===== src/rtl/core/u16u8_pkg.sv =====
// Package for the UTF-16 to UTF-8 converter: item and job types, result kinds
// and the UTF-8 encoding function. It depends on nothing else.
package u16u8_pkg;

  localparam logic [1:0] KIND_DATA  = 2'd0;
  localparam logic [1:0] KIND_DONE  = 2'd1;
  localparam logic [1:0] KIND_ERROR = 2'd2;
  localparam logic [1:0] TAIL_NONE  = 2'd3;

  localparam logic [7:0] BOM_FE = 8'hfe;
  localparam logic [7:0] BOM_FF = 8'hff;

  localparam int unsigned QUEUE_DEPTH = 2;
  localparam int unsigned QUEUE_AW    = 1;

  localparam logic [15:0] CAPACITY_RESET = 16'd256;

  typedef struct packed {
    logic [7:0] data_byte;
    logic       first_byte;
    logic       last_byte;
  } in_item_t;

  typedef struct packed {
    logic [7:0]  out_byte;
    logic [1:0]  kind;
    logic [15:0] consumed;
    logic        run_last;
  } out_item_t;

  typedef struct packed {
    logic [2:0] n;
    logic [3:0][7:0] bytes;
  } enc_t;

  typedef struct packed {
    logic [3:0][7:0] bytes;
    logic [2:0]      n;
    logic [1:0]      tail;
    logic [15:0]     consumed;
  } job_t;

  typedef struct packed {
    logic full;
    logic empty;
  } q_stat_t;

  function automatic enc_t utf8_encode(input logic [20:0] cp);
    enc_t e;
    e = '0;
    if (cp < 21'h80) begin
      e.n = 3'd1;
      e.bytes[0] = {1'b0, cp[6:0]};
    end else if (cp < 21'h800) begin
      e.n = 3'd2;
      e.bytes[0] = 8'hc0 | {3'b0, cp[10:6]};
      e.bytes[1] = 8'h80 | {2'b0, cp[5:0]};
    end else if (cp < 21'h10000) begin
      e.n = 3'd3;
      e.bytes[0] = 8'he0 | {4'b0, cp[15:12]};
      e.bytes[1] = 8'h80 | {2'b0, cp[11:6]};
      e.bytes[2] = 8'h80 | {2'b0, cp[5:0]};
    end else begin
      e.n = 3'd4;
      e.bytes[0] = 8'hf0 | {5'b0, cp[20:18]};
      e.bytes[1] = 8'h80 | {2'b0, cp[17:12]};
      e.bytes[2] = 8'h80 | {2'b0, cp[11:6]};
      e.bytes[3] = 8'h80 | {2'b0, cp[5:0]};
    end
    return e;
  endfunction

endpackage


===== src/rtl/core/u16u8_front.sv =====
// Front end of the converter: byte pairing, byte order, surrogates, room
// accounting and encoding into at most one job per input byte. Uses u16u8_pkg.
module u16u8_front import u16u8_pkg::*; #(
  parameter int unsigned COUNT_WIDTH = 16
) (
  input  logic        clk,
  input  logic        rst_n,
  input  logic        accept,
  input  in_item_t    item,
  input  logic [15:0] capacity,
  output logic        push,
  output job_t        job
);

  localparam int unsigned PW = (COUNT_WIDTH > 16) ? COUNT_WIDTH : 16;

  logic                   le_r, le_nxt;
  logic                   held_r, held_nxt;
  logic [7:0]             hv_r, hv_nxt;
  logic                   hp_r, hp_nxt;
  logic [9:0]             hu_r, hu_nxt;
  logic [COUNT_WIDTH-1:0] pos_r, pos_nxt;
  logic [15:0]            room_r, room_nxt;
  logic                   halt_r, halt_nxt;
  logic                   start_r, start_nxt;
  logic                   closed_r, closed_nxt;
  logic                   has_res;

  always_comb begin
    logic        pair_done;
    logic        do_enc;
    logic [20:0] cp;
    logic [15:0] unit;
    logic [PW-1:0] pos_ext;
    enc_t        e;
    le_nxt     = le_r;
    held_nxt   = held_r;
    hv_nxt     = hv_r;
    hp_nxt     = hp_r;
    hu_nxt     = hu_r;
    pos_nxt    = pos_r;
    room_nxt   = room_r;
    halt_nxt   = halt_r;
    start_nxt  = start_r;
    closed_nxt = closed_r;
    job        = '0;
    job.tail   = TAIL_NONE;
    pair_done  = 1'b0;
    do_enc     = 1'b0;
    cp         = '0;
    unit       = '0;
    pos_ext    = '0;
    e          = '0;

    if (item.first_byte) begin
      le_nxt     = 1'b0;
      held_nxt   = 1'b0;
      hv_nxt     = '0;
      hp_nxt     = 1'b0;
      hu_nxt     = '0;
      pos_nxt    = '0;
      room_nxt   = capacity;
      halt_nxt   = 1'b0;
      start_nxt  = 1'b1;
      closed_nxt = 1'b0;
    end

    if (!closed_nxt) begin
      if (!halt_nxt) begin
        if (!held_nxt) begin
          hv_nxt   = item.data_byte;
          held_nxt = 1'b1;
        end else begin
          held_nxt = 1'b0;
          if (start_nxt) begin
            start_nxt = 1'b0;
            if (hv_nxt == BOM_FE && item.data_byte == BOM_FF) begin
              pos_nxt   = pos_nxt + COUNT_WIDTH'(2);
              pair_done = 1'b1;
            end else if (hv_nxt == BOM_FF && item.data_byte == BOM_FE) begin
              le_nxt    = 1'b1;
              pos_nxt   = pos_nxt + COUNT_WIDTH'(2);
              pair_done = 1'b1;
            end
          end
          if (!pair_done) begin
            unit = le_nxt ? {item.data_byte, hv_nxt} : {hv_nxt, item.data_byte};
            if (hp_nxt) begin
              hp_nxt = 1'b0;
              if (unit >= 16'hdc00 && unit <= 16'hdfff) begin
                pos_nxt = pos_nxt + COUNT_WIDTH'(2);
                do_enc  = 1'b1;
                cp      = 21'h10000 | {1'b0, hu_nxt, unit[9:0]};
              end else begin
                job.tail   = KIND_ERROR;
                closed_nxt = 1'b1;
                halt_nxt   = 1'b1;
              end
            end else if (room_nxt <= 16'd1) begin
              halt_nxt = 1'b1;
            end else begin
              pos_nxt = pos_nxt + COUNT_WIDTH'(2);
              if (unit >= 16'hd800 && unit <= 16'hdbff) begin
                if (item.last_byte) begin
                  do_enc = 1'b1;
                  cp     = {5'b0, unit};
                end else begin
                  hp_nxt = 1'b1;
                  hu_nxt = unit[9:0];
                end
              end else if (unit >= 16'hdc00 && unit <= 16'hdfff) begin
                job.tail   = KIND_ERROR;
                closed_nxt = 1'b1;
                halt_nxt   = 1'b1;
                hp_nxt     = 1'b0;
              end else begin
                do_enc = 1'b1;
                cp     = {5'b0, unit};
              end
            end
          end
        end
      end

      if (item.last_byte && !closed_nxt) begin
        if (hp_nxt && !halt_nxt) begin
          hp_nxt = 1'b0;
          do_enc = 1'b1;
          cp     = 21'hd800 + 21'(hu_nxt);
        end
        pos_ext      = PW'(pos_nxt);
        job.tail     = KIND_DONE;
        job.consumed = pos_ext[15:0];
        closed_nxt   = 1'b1;
      end

      if (do_enc) begin
        e = utf8_encode(cp);
        if ({13'b0, e.n} >= room_nxt) begin
          room_nxt = '0;
          halt_nxt = 1'b1;
        end else begin
          room_nxt  = room_nxt - {13'b0, e.n};
          job.n     = e.n;
          job.bytes = e.bytes;
        end
      end

      if (job.tail == KIND_DONE) begin
        halt_nxt = 1'b1;
      end
    end
  end

  assign has_res = (job.n != 3'd0) || (job.tail != TAIL_NONE);
  assign push    = accept && has_res;

  always_ff @(posedge clk) begin
    if (!rst_n) begin
      le_r     <= 1'b0;
      held_r   <= 1'b0;
      hv_r     <= '0;
      hp_r     <= 1'b0;
      hu_r     <= '0;
      pos_r    <= '0;
      room_r   <= '0;
      halt_r   <= 1'b0;
      start_r  <= 1'b0;
      closed_r <= 1'b0;
    end else if (accept) begin
      le_r     <= le_nxt;
      held_r   <= held_nxt;
      hv_r     <= hv_nxt;
      hp_r     <= hp_nxt;
      hu_r     <= hu_nxt;
      pos_r    <= pos_nxt;
      room_r   <= room_nxt;
      halt_r   <= halt_nxt;
      start_r  <= start_nxt;
      closed_r <= closed_nxt;
    end
  end

endmodule


===== src/rtl/core/u16u8_queue.sv =====
// Short job queue between the front and back ends of the converter.
// Uses job_t and q_stat_t from u16u8_pkg.
module u16u8_queue import u16u8_pkg::*; (
  input  logic    clk,
  input  logic    rst_n,
  input  logic    push,
  input  job_t    push_job,
  input  logic    pop,
  output job_t    head,
  output q_stat_t stat
);

  localparam logic [QUEUE_AW:0] DEPTH_C = (QUEUE_AW + 1)'(QUEUE_DEPTH);

  job_t                entry_r [QUEUE_DEPTH];
  logic [QUEUE_AW-1:0] wp_r, wp_nxt;
  logic [QUEUE_AW-1:0] rp_r, rp_nxt;
  logic [QUEUE_AW:0]   cnt_r, cnt_nxt;

  assign stat.full  = (cnt_r == DEPTH_C);
  assign stat.empty = (cnt_r == '0);
  assign head       = entry_r[rp_r];

  always_comb begin
    wp_nxt  = wp_r;
    rp_nxt  = rp_r;
    cnt_nxt = cnt_r;
    if (push) begin
      wp_nxt = (wp_r == QUEUE_AW'(QUEUE_DEPTH - 1)) ? '0 : wp_r + 1'b1;
    end
    if (pop) begin
      rp_nxt = (rp_r == QUEUE_AW'(QUEUE_DEPTH - 1)) ? '0 : rp_r + 1'b1;
    end
    if (push && !pop) begin
      cnt_nxt = cnt_r + 1'b1;
    end else if (pop && !push) begin
      cnt_nxt = cnt_r - 1'b1;
    end
  end

  always_ff @(posedge clk) begin
    if (!rst_n) begin
      wp_r  <= '0;
      rp_r  <= '0;
      cnt_r <= '0;
    end else begin
      wp_r  <= wp_nxt;
      rp_r  <= rp_nxt;
      cnt_r <= cnt_nxt;
    end
  end

  always_ff @(posedge clk) begin
    if (push) begin
      entry_r[wp_r] <= push_job;
    end
  end

endmodule


===== src/rtl/core/u16u8_back.sv =====
// Back end of the converter: unpacks the head job into result words, one a
// cycle when not stalled, through an output register. Uses u16u8_pkg.
module u16u8_back import u16u8_pkg::*; (
  input  logic      clk,
  input  logic      rst_n,
  input  job_t      head,
  input  q_stat_t   stat,
  output logic      pop,
  output logic      out_valid,
  input  logic      out_ready,
  output out_item_t out_data
);

  logic       out_valid_r;
  out_item_t  out_data_r;
  logic [2:0] idx_r, idx_nxt;
  logic [2:0] total;
  logic       load;
  logic       last_item;
  out_item_t  word;

  assign total     = head.n + {2'b0, head.tail != TAIL_NONE};
  assign last_item = (idx_r + 3'd1) == total;
  assign load      = !stat.empty && (!out_valid_r || out_ready);
  assign pop       = load && last_item;

  always_comb begin
    word          = '0;
    word.run_last = last_item;
    if (idx_r < head.n) begin
      word.kind     = KIND_DATA;
      word.out_byte = head.bytes[idx_r[1:0]];
    end else begin
      word.kind = head.tail;
      if (head.tail == KIND_DONE) begin
        word.consumed = head.consumed;
      end
    end
    idx_nxt = idx_r;
    if (load) begin
      idx_nxt = last_item ? 3'd0 : idx_r + 3'd1;
    end
  end

  always_ff @(posedge clk) begin
    if (!rst_n) begin
      out_valid_r <= 1'b0;
      idx_r       <= '0;
    end else begin
      idx_r <= idx_nxt;
      if (load) begin
        out_valid_r <= 1'b1;
      end else if (out_ready) begin
        out_valid_r <= 1'b0;
      end
    end
  end

  always_ff @(posedge clk) begin
    if (load) begin
      out_data_r <= word;
    end
  end

  assign out_valid = out_valid_r;
  assign out_data  = out_data_r;

endmodule


===== src/rtl/core/utf16_to_utf8_converter_unit.sv =====
// UTF-16 to UTF-8 converter, one input byte per word in and one UTF-8 byte,
// done or error word out. Instantiates u16u8_front, u16u8_queue, u16u8_back.
//
// Input bytes are accepted one a cycle while the two-entry job queue has room.
// Each input byte yields zero to five result words, and the back end issues
// one result word a cycle while the output is not stalled, through its output
// register; the queue lets the front end take further input bytes while the
// back end is still unpacking earlier jobs. The output capacity register
// sits at byte address 0 and takes effect when the next string opens.
module utf16_to_utf8_converter_unit import u16u8_pkg::*; #(
  parameter int unsigned COUNT_WIDTH = 16
) (
  input  logic        clk,
  input  logic        rst_n,
  input  logic        in_valid,
  output logic        in_ready,
  input  in_item_t    in_data,
  output logic        out_valid,
  input  logic        out_ready,
  output out_item_t   out_data,
  input  logic        psel,
  input  logic        penable,
  input  logic        pwrite,
  input  logic [2:0]  paddr,
  input  logic [31:0] pwdata,
  output logic [31:0] prdata,
  output logic        pready
);

  logic [15:0] cap_r;
  logic        accept;
  logic        push;
  logic        pop;
  job_t        push_job;
  job_t        head;
  q_stat_t     stat;

  assign pready   = 1'b1;
  assign prdata   = (paddr[2] == 1'b0) ? {16'b0, cap_r} : 32'b0;
  assign in_ready = !stat.full;
  assign accept   = in_valid && in_ready;

  always_ff @(posedge clk) begin
    if (!rst_n) begin
      cap_r <= CAPACITY_RESET;
    end else if (psel && penable && pwrite && pready && paddr[2] == 1'b0) begin
      cap_r <= pwdata[15:0];
    end
  end

  u16u8_front #(
    .COUNT_WIDTH(COUNT_WIDTH)
  ) u_front (
    .clk      (clk),
    .rst_n    (rst_n),
    .accept   (accept),
    .item     (in_data),
    .capacity (cap_r),
    .push     (push),
    .job      (push_job)
  );

  u16u8_queue u_queue (
    .clk      (clk),
    .rst_n    (rst_n),
    .push     (push),
    .push_job (push_job),
    .pop      (pop),
    .head     (head),
    .stat     (stat)
  );

  u16u8_back u_back (
    .clk       (clk),
    .rst_n     (rst_n),
    .head      (head),
    .stat      (stat),
    .pop       (pop),
    .out_valid (out_valid),
    .out_ready (out_ready),
    .out_data  (out_data)
  );

endmodule


===== config.mk =====
export PLATFORM = sky130hd
export DESIGN_NAME = utf16_to_utf8_converter_unit
export DESIGN_NICKNAME = d
export VERILOG_FILES = /design/src/rtl/core/u16u8_pkg.sv /design/src/rtl/core/u16u8_front.sv /design/src/rtl/core/u16u8_queue.sv /design/src/rtl/core/u16u8_back.sv /design/src/rtl/core/utf16_to_utf8_converter_unit.sv
export SDC_FILE = /design/constraint.sdc
export NUM_CORES = 1
export LEC_CHECK = 0
export BUFFER_PORTS_ARGS = -buffer_cell sky130_fd_sc_hd__buf_2
export CAP_MARGIN = 30
export CORE_MARGIN = 2
export CORE_UTILIZATION = 54
export DETAILED_ROUTE_END_ITERATION = 8
export GPL_ROUTABILITY_DRIVEN = 0
export GPL_TIMING_DRIVEN = 0
export PLACE_DENSITY_LB_ADDON = 0.25
export SYNTH_ARGS = -nofsm -noshare
export SYNTH_HDL_FRONTEND = slang
export SYNTH_SLANG_ARGS = --single-unit

===== constraint.sdc =====
create_clock -name clk -period 8.1 [get_ports clk]
set_input_delay 2.025 -clock clk [delete_from_list [all_inputs] [get_ports clk]]
set_output_delay 2.025 -clock clk [all_outputs]
set_load 0.02 [all_outputs]

==> results of run 1 <==
## metrics by stage
| step | util (%) | instance area [µm²] |
|---|---|---|
| floorplan | - | 11220 |
| global placement | 58.99 | 11940 |
| detailed placement | 59.26 | 11990 |
| CTS | 62.54 | 12650 |
| global route | 62.77 | 12700 |
| finish | 62.77 | 12700 |
## layout by cell type (no fill, tap or decap), types with 32 or more instances in the layout
cell type	instances
a21oi_1	45
buf_2	80
clkbuf_1	50
dfxtp_1	81
edfxtp_1	123
mux2i_1	45
nand2_1	153
nand3_1	32
nor2_1	109
nor2b_1	55
nor3_1	34
o21ai_0	55
## power by group
group	leakage [nW]	internal [W]	switching [W]
logic	2.41	0.000275	0.000509
registers	1.78	0.00128	0.0000578
clock network	0.319	0.000541	0.000392
## per-layer routing
layer	GRT usage, %	routed length (µm)
met3	5.031	2914
met5	0	0
met4	8.750	854
met1	37.23	12620
met2	42.56	13300
## flip-flops by register name (all words and copies together), names as in the netlist, 2 cells and up, named ones only
register         count
u_back.out_data     27
u_front.hv_r         8
cap_r               16
u_front.room_r      16
u_queue.cnt_r        2
u_front.hu_r        10
u_queue.entry_r     96
u_front.pos_r       16
u_back.idx_r         3
## area by class of cell
cell class                 instances  area (µm²)
inverter                          19       71.32
buffer                            75       356.6
clock buffer                      27       548.0
fill                            1693        7533
sequential                       204        5315
multi-input combinational        871        5513
timing repair buffer              82       457.9
clock inverter                    10       101.3
tap                              270       337.8
## how the worst max path moves through the flow
stage	start	endpoint	slack (ps)
final	in_data[1]	u_queue.cnt_r[1]	190
after global routing	in_data[1]	u_queue.cnt_r[1]	5
after CTS	in_data[1]	u_queue.entry_r[0][8]	60
after detailed placement	in_data[1]	u_queue.entry_r[0][12]	-510
after global placement	in_data[1]	u_queue.entry_r[0][15]	-1630
after floorplan	in_data[1]	u_queue.entry_r[0][0]	310
## timing repair
item / in CTS / in global routing
buffers inserted: 2 / 0
endpoints found under the setup margin: 29 / 98
cloned: 0 / 1
pin swaps: 1 / 0
resized for setup: 0 / 8
hold buffers: 0 / 0
## critical path, cell delays in order
cell and delay (ps):
buf_2 90, buf_2 220, clkbuf_1 530, clkbuf_2 430, clkbuf_1 520, clkbuf_1 560
buf_1 640, mux2i_1 350, ha_1 190, inv_1 60, fa_1 390, a21oi_1 270
a31oi_1 60, or2_2 300, clkbuf_1 260, nand2_2 300, a31oi_2 230, ha_1 380
or3_1 370, a21boi_0 160
## kinds of logic (layout without fill, tap and decap cells)
| family | after synthesis | count (layout) | share of synthesized area [%] |
|---|---|---|---|
| compound gates | 254 | 254 | 15.57 |
| mux | 63 | 63 | 7.064 |
| buf+inv | 94 | 213 | 3.812 |
| fa+ha+maj | 12 | 12 | 1.413 |
| xor+xnor | 29 | 29 | 2.276 |
| other cells | 2 | 17 | 0.06730 |
| flops | 204 | 204 | 47.63 |
| simple gates | 495 | 496 | 22.17 |
==> impl_results.md, run 1 <==
- Status: complete, no violations
- Synth Instances: 1,153
- Crit path capture type: flop
- P&R area growth vs syn: 13.81%
- Die ar.: 21,830 µm²
- Critical path class: in2reg
- Synth unique cells: 83
- Detailed placement HPWL: 21,150 µm
- Largest net degree at the start of global routing: 32
- Worst-Margin Slew: 1068 ps
- Wire length per cell: 19.05 µm
- Initial antenna violation count: 2
- Yosys top cell area share: 33.10%
- Antenna Nets Post-Route: 0
- Vias/cell: 6.047
- Hold Violations, Final: 0
- First-pass DRT Iterations: 6
- Clock Latency Late Sink: 500 ps
- Initial Util: 55.15%
- Clk slew on worst S/H paths: 60 ps
- Ranking of synthesized cells by area: edfxtp_1, dfxtp_1, nand2_1
- Power Density: 240.4 nW/µm²
- Hold_sp: u_front.pos_r[0]
- Slack of the critical path: 194.0 ps
- Setup Skew: 15.25 ps
- Chip Width: 147.8 µm
- Slew margin rel.: 28.25%
- CTS Sinks: 204
- First-pass GRT wire length: 46,910 µm
- Worst hold path stage count: 2
- Nets: 1,338
- Hold Path End: u_front.pos_r[0]
- Global route overflow: 0
- Core ar.: 20,230 µm²
- Syn Area/Cell: 9.679 µm²
- Commonest cells in the netlist: nand2_1, edfxtp_1, nor2_1
- Tmin final: 7906 ps
- Hold slack final: 465.5 ps
- RR Startpoint: u_front.hv_r[7]
- Post-synthesis instance area: 11,160 µm²
- Post-synthesis async set-or-reset flop share: 0%
- LEAKAGE: 4.509 nW
- Final setup viols: 0
- Final std cells w/o fill: 1,558
- DR vias: 9,421
- Placed insts: 1,516
- CTS tree: built
- Worst Reg2Reg Path Length in Cells: 21
- Number of enable flip-flop cells after synthesis: 123
- Startpoint types: primary input
- Clock Tree Buf Depth: 3
- Port bufs: 76
- Maximum VDD drop: 0.1299 mV
- Dpl ws: -508.2 ps
- Worst-path fanout max: 10
- Power, Total: 0.003053 W
- Final Slew Violations: 0
- Area leader, netlist: edfxtp_1
- H-tree levels: 1
- HP Class: reg2reg
- Synth Warn #: 0
- Yosys reg bits: 204
- Critical Path RT: 8530 ps
- Share of cells above drive strength 1: 14.44%
- Count leader, synth: nand2_1
- Reg2reg setup slack: 1690 ps
- Height of the die: 147.8 µm
- Number of global-route vias before repair: 8,817
- RSZ-0062 raised after global routing: false
- Initial drt markers: 941
- Reg2reg end: u_queue.cnt_r[1]
- Antenna Cells: 0
- Period utilization: 97.61%
- DRC viols: 0
- TritonCTS Buffers: 21
- Top_reg_cell synth: edfxtp_1
- Arrival @ worst endpoint: 8330 ps
- Total negative slack: 0 ps
- Highest Clock Rate: 126.5 MHz
- Gr usage total: 26.76%
- I/O pins: 114
- Final WL: 29,690 µm
- Total of max-cap violations: 0
- Cell row count: 52
- Post-synthesis sequential area ratio: 47.63%
- Clock root buffer: clkbuf_16
No activity file was read; power rests on OpenSTA's default activity.
==> inputs of run 2 (changes only) <==
- CELL_PAD_IN_SITES_DETAIL_PLACEMENT: not set -> 0
- CELL_PAD_IN_SITES_GLOBAL_PLACEMENT: not set -> 1
- CORE_UTILIZATION: 54 -> 42
==> run 2 against run 1 <==
  * Critical path type unchanged
  * Largest power group unchanged
  * Worst setup slack about the same
  * Total power grew 2.5%
  * Die area increased by 28%
==> impl_results.md, run 2 (synthesized netlist as in run 1, its figures left out) <==
- Wire length per cell: 19.05 µm (about the same)
- Clock Latency Late Sink: 500 ps (about the same)
- Maximum VDD drop: 0.1996 mV (+54%)
- Most common cell after layout, fill and taps aside: nand2_1
- Total of max-cap violations: 0 (unchanged)
- Post-DP Area: 12,080 µm² (+0.74%)
- Die ar.: 27,890 µm² (+28%)
- Final std cells w/o fill: 1,626 (+4.4%)
- Startpoint types: primary input
- Max FFs per register: 96 (unchanged)
- Cell class contributing the biggest share of worst-path delay: buffers and inverters
- CTS tree: built
- Critical Path RT: 8530 ps (about the same)
- Period utilization: 97.60% (about the same)
- Vias/cell: 5.675 (-6.1%)
- Final setup viols: 0 (unchanged)
- RSZ-0062 raised after global routing: false
- Height of the die: 167.0 µm (+13%)
- Core ar.: 26,060 µm² (+29%)
- Detailed placement HPWL: 22,600 µm (+6.9%)
- Largest net degree at the start of global routing: 34 (+6.3%)
- Number of global-route vias before repair: 8,654 (-1.8%)
- Crit path top cell by count: clkbuf_1
- Final Slew Violations: 0 (unchanged)
- Initial drt markers: 778 (-17%)
- Slew margin rel.: 35.06% (+6.8 points)
- Power, Total: 0.003130 W (+2.5%)
- Reg area: 5315 µm² (unchanged)
- H-tree levels: 1 (unchanged)
- I/O pins: 114 (unchanged)
- Final WL: 30,980 µm (+4.4%)
- Worst-Margin Slew: 966.6 ps (-101.5 ps)
- Cell-by-cell trace of the critical path: buf_2 -> buf_2 -> clkbuf_1 -> clkbuf_2 -> clkbuf_1 -> clkbuf_1 -> clkbuf_2 -> mux2i_1 -> ha_1 -> inv_1 -> fa_1 -> a21oi_1 -> a31oi_1 -> or2_2 -> clkbuf_1 -> nand2_2 -> a31oi_2 -> ha_1 -> or3_1 -> a21boi_0
- Final instance area: 12,880 µm² (+1.4%)
- Cell row count: 59 (+13%)
- Reg with most FFs: u_queue.entry_r
- Status: complete, no violations
- DRC viols: 0 (unchanged)
- Port bufs: 76 (unchanged)
- Antenna Cells: 0 (unchanged)
- Power Density: 243.0 nW/µm² (+1.1%)
- TritonCTS Buffers: 23 (+9.5%)
- P&R area growth vs syn: 15.44%
- CTS Sinks: 204 (unchanged)
- Placed insts: 1,582 (+4.4%)
- Critical path class: in2reg
- Buf+Inv Stages, Crit Path: 9 (unchanged)
- Worst-path fanout max: 10 (unchanged)
- Chip Width: 167.0 µm (+13%)
- Layout fillers: 2,484 (+47%)
- Clk slew on worst S/H paths: 60 ps (about the same)
- HP Class: reg2reg
- Global route overflow: 0 (unchanged)
- Share of cells above drive strength 1: 14.87% (+0.43 points)
- Nets: 1,339 (+0.075%)
- Crit-path slowest cell: clkbuf_1
- Total negative slack: 0 ps (unchanged)
- Gr usage total: 21.79% (-5.0 points)
- Crit-path max cell delay: 610 ps (-30 ps)
- Initial Util: 42.82% (-12 points)
- Initial antenna violation count: 0 (-2)
- Hold Violations, Final: 0 (unchanged)
- Clock Tree Buf Depth: 3 (unchanged)
- Crit path capture type: flop
- DR vias: 9,228 (-2.0%)
- First-pass DRT Iterations: 7 (+1)
- Tmin final: 7906 ps (-0.4230 ps)
- Antenna Nets Post-Route: 0 (unchanged)
- Clock root buffer: clkbuf_16
- Highest Clock Rate: 126.5 MHz (about the same)
- LEAKAGE: 4.540 nW (+0.69%)
- Arrival @ worst endpoint: 8330 ps (about the same)
- Area occupied by multi-input gates: 5543 µm² (+0.54%)
- Post-layout util: 49.44% (-13 points)
- Commonest cells after routing, fill and taps aside: nand2_1, edfxtp_1, nor2_1
- First-pass GRT wire length: 48,930 µm (+4.3%)
- Setup Skew: 9.694 ps (-5.561 ps)
## run 2: path summary, 6_finish.rpt
kind                                        from          endpoint  slack (ps)  depth (start not counted)
worst max-delay path                  in_data[1]  u_queue.cnt_r[1]         190                         20
worst min-delay path            u_front.pos_r[0]  u_front.pos_r[0]         450                          2
worst max register to register   u_front.hv_r[7]  u_queue.cnt_r[1]        1680                         21
worst min register to register  u_front.pos_r[0]  u_front.pos_r[0]         450                          2
## run 2: layout make-up
| class | instances | area share, % |
|---|---|---|
| inverters | 19 | 0.5536 |
| well taps | 335 | 3.254 |
| clock buffers | 32 | 4.808 |
| multi-input cells | 870 | 43.03 |
| plain buffers | 75 | 2.778 |
| clock inverters | 9 | 0.8256 |
| repair buffers | 82 | 3.496 |
| flip-flops and latches | 204 | 41.26 |
## run 2: worst min-delay path, stage by stage (launching register included)
cell and delay (ps):
dfxtp_1 290, inv_1 70, nor2_1 50
## run 2: power by group
group	internal, W	switching (W)
registers	0.00128	0.0000557
clock network	0.000598	0.000411
logic	0.000274	0.000513
total	0.00215	0.000980
## run 2: timing repair
| action | in CTS | in global routing |
|---|---|---|
| setup buffers | 3 | 0 |
| endpoints found under the setup margin | 83 | 101 |
| hold buffers | 0 | 0 |
| gates resized for setup | 3 | 9 |
| pin swaps | 1 | 0 |
## run 2: layer usage
layer	up-vias	global-route usage, %	share of wire, %
li1	4467	-	-
met4	0	5.435	2.0
met2	353	34.37	44
met5	-	0	0
met3	53	3.208	7.4
met1	4355	31.60	47
## run 2: metrics by stage
| stage | hold WS, ps | worst slack, ps |
|---|---|---|
| 2_1_floorplan | 416.1 | 308.4 |
| 3_3_place_gp | 435.7 | -1874 |
| 3_5_place_dp | 446.9 | -795.4 |
| 4_1_cts | 454.9 | 84.66 |
| 5_1_grt | 482.1 | 6.035 |
| 6_report | 453.8 | 194.4 |
==> inputs of run 3 (changes only) <==
- CAP_MARGIN: 30 -> not set
- SETUP_SLACK_MARGIN: not set -> 0.4
- SLEW_MARGIN: not set -> 20
==> run 3 against run 2 <==
  * Sequential share of layout area shrank 0.28 points
  * Sequential cell count is the same
  * Total power grew 3.9%
  * Cell count grew 0.12%
  * Routed wire length grew 1.4%
  * Non-clock buffer count grew 1
  * Critical path type unchanged
  * Sequential power is essentially flat
  * First-iteration DRC count grew 21%
  * Fmax grew 4.2%
  * Largest cell class unchanged
  * Combinational power grew 3.4%
==> impl_results.md, run 3 (synthesized netlist as in run 1, its figures left out) <==
- Global route overflow: 0 (unchanged)
- Placed insts: 1,581 (-0.063%)
- Hold_sp: u_front.pos_r[0]
- Final instance area: 12,970 µm² (+0.68%)
- I/O pins: 114 (unchanged)
- Slew margin rel.: 30.20% (-4.9 points)
- Power, Total: 0.003252 W (+3.9%)
- Period utilization: 93.71% (-3.9 points)
- Core ar.: 26,060 µm² (unchanged)
- Clock Latency Late Sink: 510 ps (about the same)
- Commonest cells after routing, fill and taps aside: nand2_1, edfxtp_1, nor2_1
- RSZ-0062 raised after global routing: true
- Final std cells w/o fill: 1,628 (+0.12%)
- Cell row count: 59 (unchanged)
- Worst-path fanout max: 10 (unchanged)
- Critical Path RT: 8530 ps (about the same)
- Critical path depth: 24 (+20%)
- Reg area: 5315 µm² (unchanged)
- Maximum VDD drop: 0.2488 mV (+25%)
- Vias/cell: 5.634 (-0.73%)
- Clock root buffer: clkbuf_16
- Port bufs: 76 (unchanged)
- Worst-Margin Slew: 1040 ps (+73.40 ps)
- Chip Width: 167.0 µm (unchanged)
- First-pass DRT Iterations: 5 (-2)
- Hold Violations, Final: 0 (unchanged)
- Highest Clock Rate: 131.7 MHz (+4.2%)
- H-tree levels: 1 (unchanged)
- Nets: 1,341 (+0.15%)
- Crit-path slowest cell: o31ai_2
- Area occupied by multi-input gates: 5538 µm² (about the same)
- Reg2reg end: u_queue.cnt_r[1]
- DR vias: 9,172 (-0.61%)
- Cell class contributing the biggest share of worst-path delay: compound AO/OA/AOI/OAI gates
- RR Startpoint: u_front.hv_r[7]
- Hold Path End: u_front.pos_r[0]
- Share of cells above drive strength 1: 15.31% (+0.44 points)
- Initial drt markers: 943 (+21%)
- Height of the die: 167.0 µm (unchanged)
- Clk slew on worst S/H paths: 60 ps (about the same)
- CTS Sinks: 204 (unchanged)
- Layout fillers: 2,479 (-0.20%)
- Wire length per cell: 19.30 µm (+1.3%)
- Crit path top cell by count: buf_2
- Crit path capture type: flop
- HP Class: reg2reg
- Total of max-cap violations: 0 (unchanged)
- Largest net degree at the start of global routing: 49 (+44%)
- Buf+Inv Stages, Crit Path: 7 (-2)
- Crit-path max cell delay: 450 ps (-160 ps)
- Final WL: 31,420 µm (+1.4%)
- Worst hold path stage count: 2 (unchanged)
- Arrival @ worst endpoint: 8020 ps (-310 ps)
- Post-DP Area: 12,080 µm² (about the same)
- Tmin final: 7591 ps (-315.1 ps)
- CTS tree: built
- Post-layout util: 49.77% (+0.34 points)
- Power Density: 250.7 nW/µm² (+3.2%)
- # hold bufs at CTS: 0 (unchanged)
- First-pass GRT wire length: 50,250 µm (+2.7%)
- TritonCTS Buffers: 23 (unchanged)
- Number of global-route vias before repair: 8,762 (+1.2%)
- Detailed placement HPWL: 22,820 µm (+0.93%)
- Critical path class: in2reg
- DRC viols: 0 (unchanged)
- Final setup viols: 0 (unchanged)
- Cell-by-cell trace of the critical path: buf_2 -> buf_2 -> clkbuf_2 -> inv_1 -> o31ai_2 -> a41oi_4 -> o21a_1 -> nand2_2 -> o21a_1 -> buf_2 -> nand2_1 -> nand2_1 -> ha_1 -> inv_1 -> fa_1 -> a21oi_1 -> a31oi_1 -> or2_2 -> clkbuf_1 -> nand2_4 -> a31oi_2 -> ha_1 -> or3_1 -> a21boi_0
- P&R area growth vs syn: 16.22%
- Antenna Cells: 0 (unchanged)
- Antenna Nets Post-Route: 0 (unchanged)
- Max FFs per register: 96 (unchanged)
- Final Slew Violations: 0 (unchanged)
- Initial Util: 42.82% (unchanged)
- Startpoint types: primary input
- Worst Reg2Reg Path Length in Cells: 21 (unchanged)
- Clock Tree Buf Depth: 3 (unchanged)
- Most common cell after layout, fill and taps aside: nand2_1
- LEAKAGE: 4.585 nW (+1.0%)
- Reg with most FFs: u_queue.entry_r
- Gr usage total: 22.41% (+0.61 points)
- Setup Skew: 12.71 ps (+3.018 ps)
- Die ar.: 27,890 µm² (unchanged)
- Reg2reg setup slack: 1890 ps (+210 ps)
- Status: complete, no violations
- Initial antenna violation count: 0 (unchanged)
-- run 3: what timing repair did --
action | 4_1_cts | 5_1_grt
setup endpoints to repair | 108 | 98
resized for setup | 9 | 5
cloned | 1 | 0
buffers inserted | 2 | 3
pin swaps | 1 | 0
-- run 3: layer usage --
layer	track usage [%]	part of all wire [%]	vias to the layer above
li1	-	-	4466
met3	3.969	8.1	43
met1	32.70	46	4286
met2	34.82	44	377
met4	5.022	1.7	0
met5	0	0	-
-- run 3: metrics by stage --
stage | hold WS, ps | setup TNS (ps) | setup WS [ps]
floorplan | 416.1 | 0 | 441.1
global placement | 434.4 | -132630 | -1639
detailed placement | 434.5 | -64050 | -813.1
CTS | 442.6 | 0 | 420.3
global route | 453.8 | 0 | 243.5
finish | 444.9 | 0 | 509.4
-- run 3: how the worst max path moves through the flow --
| stage | from | endpoint |
|---|---|---|
| CTS | in_data[1] | u_queue.cnt_r[1] |
| detailed placement | in_data[1] | u_queue.entry_r[0][38] |
| global route | in_data[1] | u_queue.cnt_r[1] |
| finish | in_data[1] | u_queue.cnt_r[1] |
| floorplan | in_data[1] | u_queue.entry_r[1][0] |
| global placement | in_data[1] | u_queue.entry_r[1][46] |
-- run 3: worst reg2reg max path: stages, from the launching register on --
cell and delay [ps]:
dfxtp_1 460, or3b_2 550, or3_1 460, a2111oi_2 450
o21ai_1 210, nand2_2 240, o21a_1 330, buf_2 290
nand2_1 160, nand2_1 140, ha_1 160, inv_1 50
fa_1 390, a21oi_1 280, a31oi_1 60, or2_2 300
clkbuf_1 270, nand2_4 240, a31oi_2 180, ha_1 380
or3_1 370, a21boi_0 150
-- run 3: area by class of cell --
type                            count  share of cell area (%)
Clock inverter                     17                   1.708
Buffer                             75                   2.778
Timing Repair Buffer               83                   3.589
Inverter                           19                  0.5499
Multi-Input combinational cell    871                   42.70
Sequential cell                   204                   40.98
Clock buffer                       24                   4.467
Tap cell                          335                   3.232
-- run 3: where the power goes --
part	total (W)	leakage, nW	internal [W]	switching [W]
Clock	0.00111	0.374	0.000679	0.000426
Combinational	0.000814	2.43	0.000292	0.000522
Sequential	0.00133	1.78	0.00128	0.0000558
Total	0.00325	4.59	0.00225	0.00100
